--- config.mk ---
export PLATFORM = sky130hd
export DESIGN_NAME = transaction_id_slot_table_unit
export DESIGN_NICKNAME = d
export VERILOG_FILES = /design/src/rtl/core/tist_pkg.sv /design/src/rtl/core/transaction_id_slot_table_unit.sv /design/src/rtl/core/tist_ram.sv /design/src/rtl/core/tist_ctrl.sv
export SDC_FILE = /design/constraint.sdc
export NUM_CORES = 2
export LEC_CHECK = 0
export ABC_AREA = 1
export BUFFER_PORTS_ARGS = -buffer_cell sky130_fd_sc_hd__buf_2
export CAP_MARGIN = 20
export CORE_ASPECT_RATIO = 1.4
export CORE_UTILIZATION = 56
export DETAILED_ROUTE_END_ITERATION = 10
export HOLD_SLACK_MARGIN = 0.12
export PLACE_DENSITY_LB_ADDON = 0.25
export SYNTH_ARGS = -nofsm -noshare
export SYNTH_HDL_FRONTEND = slang
export SYNTH_SLANG_ARGS = --single-unit
--- constraint.sdc ---
create_clock -name i_clk -period 8.1 [get_ports i_clk]
set_input_delay 2.43 -clock i_clk [delete_from_list [all_inputs] [get_ports i_clk]]
set_output_delay 2.43 -clock i_clk [all_outputs]
set_load 0.02 [all_outputs]
--- src/rtl/core/tist_pkg.sv ---
// Transaction id slot table: shared types and constants.
// No dependencies; used by every file under rtl/core except tist_ram.
package tist_pkg;

    localparam int ID_W      = 96;
    localparam int ID_LOW_W  = 64;
    localparam int CFG_W     = 5;
    localparam int IN_DATA_W = 96;
    localparam int IN_USER_W = 2;
    localparam int OUT_DATA_W = 8;

    localparam logic [CFG_W-1:0] ACTIVE_RESET = 5'd16;

    typedef enum logic [1:0] {
        CMD_INSERT = 2'd0,
        CMD_LOOKUP = 2'd1,
        CMD_REMOVE = 2'd2,
        CMD_CLEAR  = 2'd3
    } t_cmd;

    typedef enum logic [1:0] {
        ST_OK        = 2'd0,
        ST_FULL      = 2'd1,
        ST_NOT_FOUND = 2'd2
    } t_status;

    typedef logic [ID_W-1:0] t_id;

    typedef struct packed {
        logic    vld;
        t_status status;
    } t_res;

endpackage

--- src/rtl/core/transaction_id_slot_table_unit.sv ---
// Transaction id slot table, top level: config register, id RAM, sequencer, output register.
// Depends on tist_pkg, tist_ram and tist_ctrl.
//
//  channel   | dir | fields
//  s_axis    | in  | tuser: command; tdata: id_low, id_high
//  m_axis    | out | tdata: status
//  cfg write | in  | active_slots
//
// Insert scans the valid bits from slot 0 below live and writes the id into the lowest free slot.
// Lookup/remove scan one slot a cycle through the RAM read port, over the live slots.
// Clear drops all valid bits at once. live = min(active_slots, SLOT_COUNT).
// Reset clears all valid bits at once; no clearing pass.
// A result waits in the output register while the next item is taken.
module transaction_id_slot_table_unit #(
    parameter int SLOT_COUNT = 16
) (
    input  logic                             i_clk,
    input  logic                             i_rst_n,
    input  logic                             s_axis_tvalid,
    output logic                             s_axis_tready,
    input  logic [tist_pkg::IN_DATA_W-1:0]   s_axis_tdata,  // id_low [63:0], id_high [95:64]
    input  logic [tist_pkg::IN_USER_W-1:0]   s_axis_tuser,  // command [1:0]
    output logic                             m_axis_tvalid,
    input  logic                             m_axis_tready,
    output logic [tist_pkg::OUT_DATA_W-1:0]  m_axis_tdata,  // status [1:0], zeros above
    input  logic                             i_cfg_wr_en,
    input  logic [tist_pkg::CFG_W-1:0]       i_cfg_wr_data
);

    localparam int IDX_W = (SLOT_COUNT > 1) ? $clog2(SLOT_COUNT) : 1;
    localparam int CNT_W = ($clog2(SLOT_COUNT+1) > tist_pkg::CFG_W) ?
                           $clog2(SLOT_COUNT+1) : tist_pkg::CFG_W;

    logic [tist_pkg::CFG_W-1:0] r_active;
    logic [CNT_W-1:0]           active_ext;
    logic [CNT_W-1:0]           live;

    logic              r_out_vld;
    tist_pkg::t_status r_out_status;

    logic              idle;
    logic              start;
    logic              res_take;
    tist_pkg::t_res    res;
    logic              wr_en;
    logic [IDX_W-1:0]  wr_addr;
    logic [IDX_W-1:0]  rd_addr;
    tist_pkg::t_id     wr_data;
    tist_pkg::t_id     rd_data;

    always_ff @(posedge i_clk) begin
        if (!i_rst_n) begin
            r_active <= tist_pkg::ACTIVE_RESET;
        end else if (i_cfg_wr_en) begin
            r_active <= i_cfg_wr_data;
        end
    end

    assign active_ext = CNT_W'(r_active);
    assign live = (active_ext > CNT_W'(SLOT_COUNT)) ? CNT_W'(SLOT_COUNT) : active_ext;

    assign s_axis_tready = idle;
    assign start         = s_axis_tvalid && idle;
    assign res_take      = res.vld && (!r_out_vld || m_axis_tready);

    tist_ram #(
        .WIDTH (tist_pkg::ID_W),
        .DEPTH (SLOT_COUNT)
    ) u_id_ram (
        .i_clk     (i_clk),
        .i_wr_en   (wr_en),
        .i_wr_addr (wr_addr),
        .i_wr_data (wr_data),
        .i_rd_addr (rd_addr),
        .o_rd_data (rd_data)
    );

    tist_ctrl #(
        .SLOT_COUNT (SLOT_COUNT)
    ) u_ctrl (
        .i_clk      (i_clk),
        .i_rst_n    (i_rst_n),
        .i_start    (start),
        .i_cmd      (tist_pkg::t_cmd'(s_axis_tuser)),
        .i_id       (s_axis_tdata),
        .i_live     (live),
        .i_res_take (res_take),
        .o_idle     (idle),
        .o_res      (res),
        .o_wr_en    (wr_en),
        .o_wr_addr  (wr_addr),
        .o_wr_data  (wr_data),
        .o_rd_addr  (rd_addr),
        .i_rd_data  (rd_data)
    );

    always_ff @(posedge i_clk) begin
        if (res_take) begin
            r_out_status <= res.status;
        end
        if (!i_rst_n) begin
            r_out_vld <= 1'b0;
        end else if (res_take) begin
            r_out_vld <= 1'b1;
        end else if (m_axis_tready) begin
            r_out_vld <= 1'b0;
        end
    end

    assign m_axis_tvalid = r_out_vld;
    assign m_axis_tdata  = {{(tist_pkg::OUT_DATA_W-2){1'b0}}, r_out_status};

endmodule

--- src/rtl/core/tist_ram.sv ---
// Generic single-write, single-read RAM with registered read data.
// No dependencies.
module tist_ram #(
    parameter int WIDTH = 96,
    parameter int DEPTH = 16
) (
    input  logic                                    i_clk,
    input  logic                                    i_wr_en,
    input  logic [(DEPTH > 1 ? $clog2(DEPTH) : 1)-1:0] i_wr_addr,
    input  logic [WIDTH-1:0]                        i_wr_data,
    input  logic [(DEPTH > 1 ? $clog2(DEPTH) : 1)-1:0] i_rd_addr,
    output logic [WIDTH-1:0]                        o_rd_data
);

    logic [WIDTH-1:0] r_mem [DEPTH];
    logic [WIDTH-1:0] r_rd_data;

    always_ff @(posedge i_clk) begin
        if (i_wr_en) begin
            r_mem[i_wr_addr] <= i_wr_data;
        end
        r_rd_data <= r_mem[i_rd_addr];
    end

    assign o_rd_data = r_rd_data;

endmodule

--- src/rtl/core/tist_ctrl.sv ---
// Slot table sequencer: valid bits, slot scan counter and the shared id comparator.
// Depends on tist_pkg; drives the id RAM in the top level.
module tist_ctrl #(
    parameter int SLOT_COUNT = 16
) (
    input  logic                      i_clk,
    input  logic                      i_rst_n,
    input  logic                      i_start,
    input  tist_pkg::t_cmd            i_cmd,
    input  tist_pkg::t_id             i_id,
    input  logic [((($clog2(SLOT_COUNT+1)) > tist_pkg::CFG_W) ?
                   $clog2(SLOT_COUNT+1) : tist_pkg::CFG_W)-1:0] i_live,
    input  logic                      i_res_take,
    output logic                      o_idle,
    output tist_pkg::t_res            o_res,
    output logic                      o_wr_en,
    output logic [(SLOT_COUNT > 1 ? $clog2(SLOT_COUNT) : 1)-1:0] o_wr_addr,
    output tist_pkg::t_id             o_wr_data,
    output logic [(SLOT_COUNT > 1 ? $clog2(SLOT_COUNT) : 1)-1:0] o_rd_addr,
    input  tist_pkg::t_id             i_rd_data
);

    localparam int IDX_W = (SLOT_COUNT > 1) ? $clog2(SLOT_COUNT) : 1;
    localparam int CNT_W = ($clog2(SLOT_COUNT+1) > tist_pkg::CFG_W) ?
                           $clog2(SLOT_COUNT+1) : tist_pkg::CFG_W;

    typedef enum logic [1:0] {
        S_IDLE,
        S_INS,
        S_SRCH,
        S_DONE
    } t_state;

    t_state                r_state, n_state;
    logic [CNT_W-1:0]      r_idx, n_idx;
    logic                  r_pend, n_pend;
    logic [IDX_W-1:0]      r_pidx, n_pidx;
    logic [SLOT_COUNT-1:0] r_valid, n_valid;
    tist_pkg::t_status     r_status, n_status;
    tist_pkg::t_cmd        r_cmd, n_cmd;
    tist_pkg::t_id         r_id, n_id;

    logic             in_range;
    logic [IDX_W-1:0] idx;
    logic             hit;
    logic             wr_en;

    assign in_range = (r_idx < i_live);
    assign idx      = r_idx[IDX_W-1:0];
    // comparison of the slot read in the previous cycle
    assign hit      = r_pend && r_valid[r_pidx] && (i_rd_data == r_id);

    always_comb begin
        n_state  = r_state;
        n_idx    = r_idx;
        n_pend   = 1'b0;
        n_pidx   = r_pidx;
        n_valid  = r_valid;
        n_status = r_status;
        n_cmd    = r_cmd;
        n_id     = r_id;
        wr_en    = 1'b0;
        case (r_state)
            S_IDLE: begin
                if (i_start) begin
                    n_cmd = i_cmd;
                    n_id  = i_id;
                    n_idx = '0;
                    case (i_cmd)
                        tist_pkg::CMD_CLEAR: begin
                            n_valid  = '0;
                            n_status = tist_pkg::ST_OK;
                            n_state  = S_DONE;
                        end
                        tist_pkg::CMD_INSERT: n_state = S_INS;
                        default:              n_state = S_SRCH;
                    endcase
                end
            end
            S_INS: begin
                if (!in_range) begin
                    n_status = tist_pkg::ST_FULL;
                    n_state  = S_DONE;
                end else if (!r_valid[idx]) begin
                    wr_en        = 1'b1;
                    n_valid[idx] = 1'b1;
                    n_status     = tist_pkg::ST_OK;
                    n_state      = S_DONE;
                end else begin
                    n_idx = r_idx + CNT_W'(1);
                end
            end
            S_SRCH: begin
                if (hit) begin
                    if (r_cmd == tist_pkg::CMD_REMOVE) begin
                        n_valid[r_pidx] = 1'b0;
                    end
                    n_status = tist_pkg::ST_OK;
                    n_state  = S_DONE;
                end else if (!in_range) begin
                    n_status = tist_pkg::ST_NOT_FOUND;
                    n_state  = S_DONE;
                end else begin
                    n_pend = 1'b1;
                    n_pidx = idx;
                    n_idx  = r_idx + CNT_W'(1);
                end
            end
            S_DONE: begin
                if (i_res_take) begin
                    n_state = S_IDLE;
                end
            end
            default: n_state = S_IDLE;
        endcase
    end

    always_ff @(posedge i_clk) begin
        r_idx    <= n_idx;
        r_pidx   <= n_pidx;
        r_status <= n_status;
        r_cmd    <= n_cmd;
        r_id     <= n_id;
        if (!i_rst_n) begin
            r_state <= S_IDLE;
            r_pend  <= 1'b0;
            r_valid <= '0;
        end else begin
            r_state <= n_state;
            r_pend  <= n_pend;
            r_valid <= n_valid;
        end
    end

    assign o_idle         = (r_state == S_IDLE);
    assign o_res.vld      = (r_state == S_DONE);
    assign o_res.status   = r_status;
    assign o_wr_en        = wr_en;
    assign o_wr_addr      = idx;
    assign o_wr_data      = r_id;
    assign o_rd_addr      = idx;

endmodule

==> reports/metrics.cfg <==
[power_and_ir_drop]
switching_share_pct=33.4
p_switching_mw=8.71
seqPwrFrac_pct=44.8
p_int_mw=17.4
combPwrFrac_pct=26.0
leakagePower_nw=25.2
peakVddDrop_mv=0.353
clockPowerShare_pct=29.1
cellPowerDensity_mw_per_mm2=347
p_total_mw=26.1

[global_route]
grt_pass1_wl_mm=243
grt_pass1_vias=41574
grt_max_degree=244
antenna_found_initial=0
grt-ovfl-total=0
grt_usage_pct=26.3

[setup_path]
worstRegToRegCells=9
critPathLaunchType=flop
arrival_ns=5.11
crit_type=flop to flop
crit_path_end_kind=flop
cp_data_required_time_ns=8.50
r2r_slack_ns=3.39
worstPathMaxFanout=90

[yosys]
yosysTopAreaCell=edfxtp_1
synth_area_mm2=0.0680
yosysWarnings=0
synth.area.top_cells=edfxtp_1 (73%), o21ai_0 (6.0%), nor2_1 (5.2%), nand2_1 (3.8%), dfxtp_1 (3.6%)
ys_seq_area_share_pct=76.3
ys_seq_elements=1768
synthCells=5324
syn_avg_cell_area_um2=12.8
netlist.area_leader.share_pct=72.7
synth.distinct_cells=32

[timing]
layout_min_cycle_time_ns=4.71
relSlewSlack_pct=19.8
rsz0062_at_grt=no
setup_viol=0
finalMaxSlewViolations=0
layout_setup_ws_ns=3.39
fin_skew_ns=0.0225
tightest_slew_ns=1.20
hold_viol=0
fmax_mhz=212
fin_crit_sh_pct=58.2

[worst_hold_path]
holdPathStages=0
hold_path.class=flop to flop

[clock_tree]
cts_root_buf=clkbuf_16
post_cts_buffers=0
cts-hold-fix-buffers=0
htreeDepth=4
cts_tree=done
cts.sinks=1768
clockBufferDepth=3
clk_latency_ns=0.79
cts_resized=0
clk_pin_slew_ns=0.06
cts_buffers=157

[die]
start_util_pct=56.7
ioPinCount=118
core_area_mm2=0.120
dieArea_mm2=0.123
die_w_um=297
rows=150
die_y_um=414

[layout]
nFillCells=8743
stdcell_count=7065
n_antenna_cell=0
final_layout_size_suffix_gt1_share_pct=7.95
fin_util_pct=62.7
final_nets=5463
area_delta_synth_final_pct=10.6

[run_status]
status=finished clean

[routing]
ant_nets=0
drt_iter0_drc=4914
vias=42561
drcViolationCount=0
via_per_inst=6.02
routed_wl_mm=161
drt_first_pass_iters=6
wl_per_cell_um=22.8

[run]
max_cap_violations=0

[placement]
dp_slack_ns=3.43
placedCellCount=6777
gp_congestion=0.883
portBuffers=111
post-dp-hpwl_mm=73.7

-- cells by family after synthesis --
group / Yosys count / synth area share [%]
and+or+nand+nor: 1776 / 10.3
DFF: 1768 / 76.3
AOI/OAI and AO/OA: 1248 / 9.93
buffers and inverters: 499 / 2.96
xor gates and xnor gates: 17 / 0.219
adders and majority gates: 15 / 0.276
other: 1 / 0.00551
-- cell usage in the layout, fill, tap and decap left out, types with 2 or more instances in the layout --
master      netlist  routed
nand2_2           2       2
ha_1             15      15
conb_1            1       6
buf_4            20      46
o21ai_1          14      14
nand4_2           2       2
clkinv_2          0      27
nand4_1          98      98
xor2_1           15      15
clkbuf_16         0     162
inv_1           175     174
nand3_1          28      28
nor2_4            0       4
clkbuf_8          0      14
a21oi_1          33      33
buf_12            0      13
nand2_1         682     682
o22ai_1         384     384
o21ai_0         809     809
inv_2             5       2
inv_8             0       2
dfxtp_1         121     121
edfxtp_1       1647    1647
buf_2            33     111
clkinvlp_4        0       2
clkinv_4          0       2
bufinv_16         0      19
clkinv_1          1      26
clkbuf_1        252      30
o211ai_1          6       6
nor2_1          944     941
inv_6             0       8
xnor2_1           2       2
nor3_2            0      15
-- power groups by stage --
stage,Sequential [mW],Clock [mW],Combinational [mW]
2_1_floorplan,11.7,0,4.85
3_3_place_gp,11.8,0,6.57
3_5_place_dp,11.9,0,6.73
4_1_cts,11.7,7.69,6.78
5_1_grt,11.8,8.01,7.53
6_report,11.7,7.60,6.79
-- routing by layer --
layer / part of all wire [%] / track usage [%] / wire length (µm)
met1: 40 / 34.7 / 63900
met2: 50 / 44.8 / 80900
met3: 7.3 / 3.87 / 11800
met4: 2.7 / 8.41 / 4280
met5: 0 / 0 / 0
-- final timing paths --
kind / from / endpoint
min: u_ctrl.r_status[0] / r_out_status[0]
min reg2reg: u_ctrl.r_status[0] / r_out_status[0]
max: u_ctrl.r_idx[1] / u_id_ram.r_mem[4][45]
max reg2reg: u_ctrl.r_idx[1] / u_id_ram.r_mem[4][45]
-- registers in the layout, summed over array words and instances (netlist names) --
| name | count |
|---|---|
| u_ctrl.r_state | 2 |
| u_ctrl.r_valid | 16 |
| r_out_status | 2 |
| u_ctrl.o_wr_data | 96 |
| u_ctrl.r_status | 2 |
| u_ctrl.r_cmd | 2 |
| m_axis_tvalid | 1 |
| u_ctrl.r_idx | 5 |
| u_ctrl.r_pend | 1 |
| u_id_ram.r_mem | 1536 |
| u_ctrl.r_pidx | 4 |
| u_id_ram.o_rd_data | 96 |
| active_ext | 5 |
-- critical path, cell delays in order (launching register included) --
cell	delay, ns
edfxtp_1	0.45
buf_4	0.91
ha_1	0.38
nand4_1	0.10
nand3_1	0.11
inv_1	0.13
nand2_1	0.53
nor3_2	0.33
buf_4	0.55
buf_4	0.80
-- cell usage after synthesis, drive strengths merged --
master / count
o21ai: 823
clkbuf: 252
nor2: 946
and3: 1
o311ai: 1
dfxtp: 121
conb: 1
xor2: 15
ha: 15
nor3: 16
nand4: 100
o22ai: 384
inv: 180
edfxtp: 1647
a21oi: 33
o211ai: 7
nand2: 685
clkinv: 1
nand3: 28
xnor2: 2
buf: 66
-- metrics by stage --
step | hold slack, ns | area (µm²) | setup TNS, ns
finish | 0.429 | 75200 | 0
detailed placement | 0.423 | 70000 | 0
global route | 0.431 | 75200 | 0
floorplan | 0.400 | 68000 | -926.70
CTS | 0.434 | 75200 | 0
global placement | 0.423 | 70000 | 0
-- layout make-up --
| cell class | instances | area (µm²) | share of cell area, % |
|---|---|---|---|
| multi-input combinational | 3062 | 14200 | 18.9 |
| timing repair buffer | 170 | 1160 | 1.54 |
| sequential | 1768 | 51900 | 69.0 |
| clock buffer | 206 | 4360 | 5.79 |
| clock inverter | 82 | 901 | 1.20 |
| inverter | 181 | 704 | 0.936 |
| tap | 1596 | 2000 | 2.65 |
Note: power is estimated with default switching activity, not from simulation.
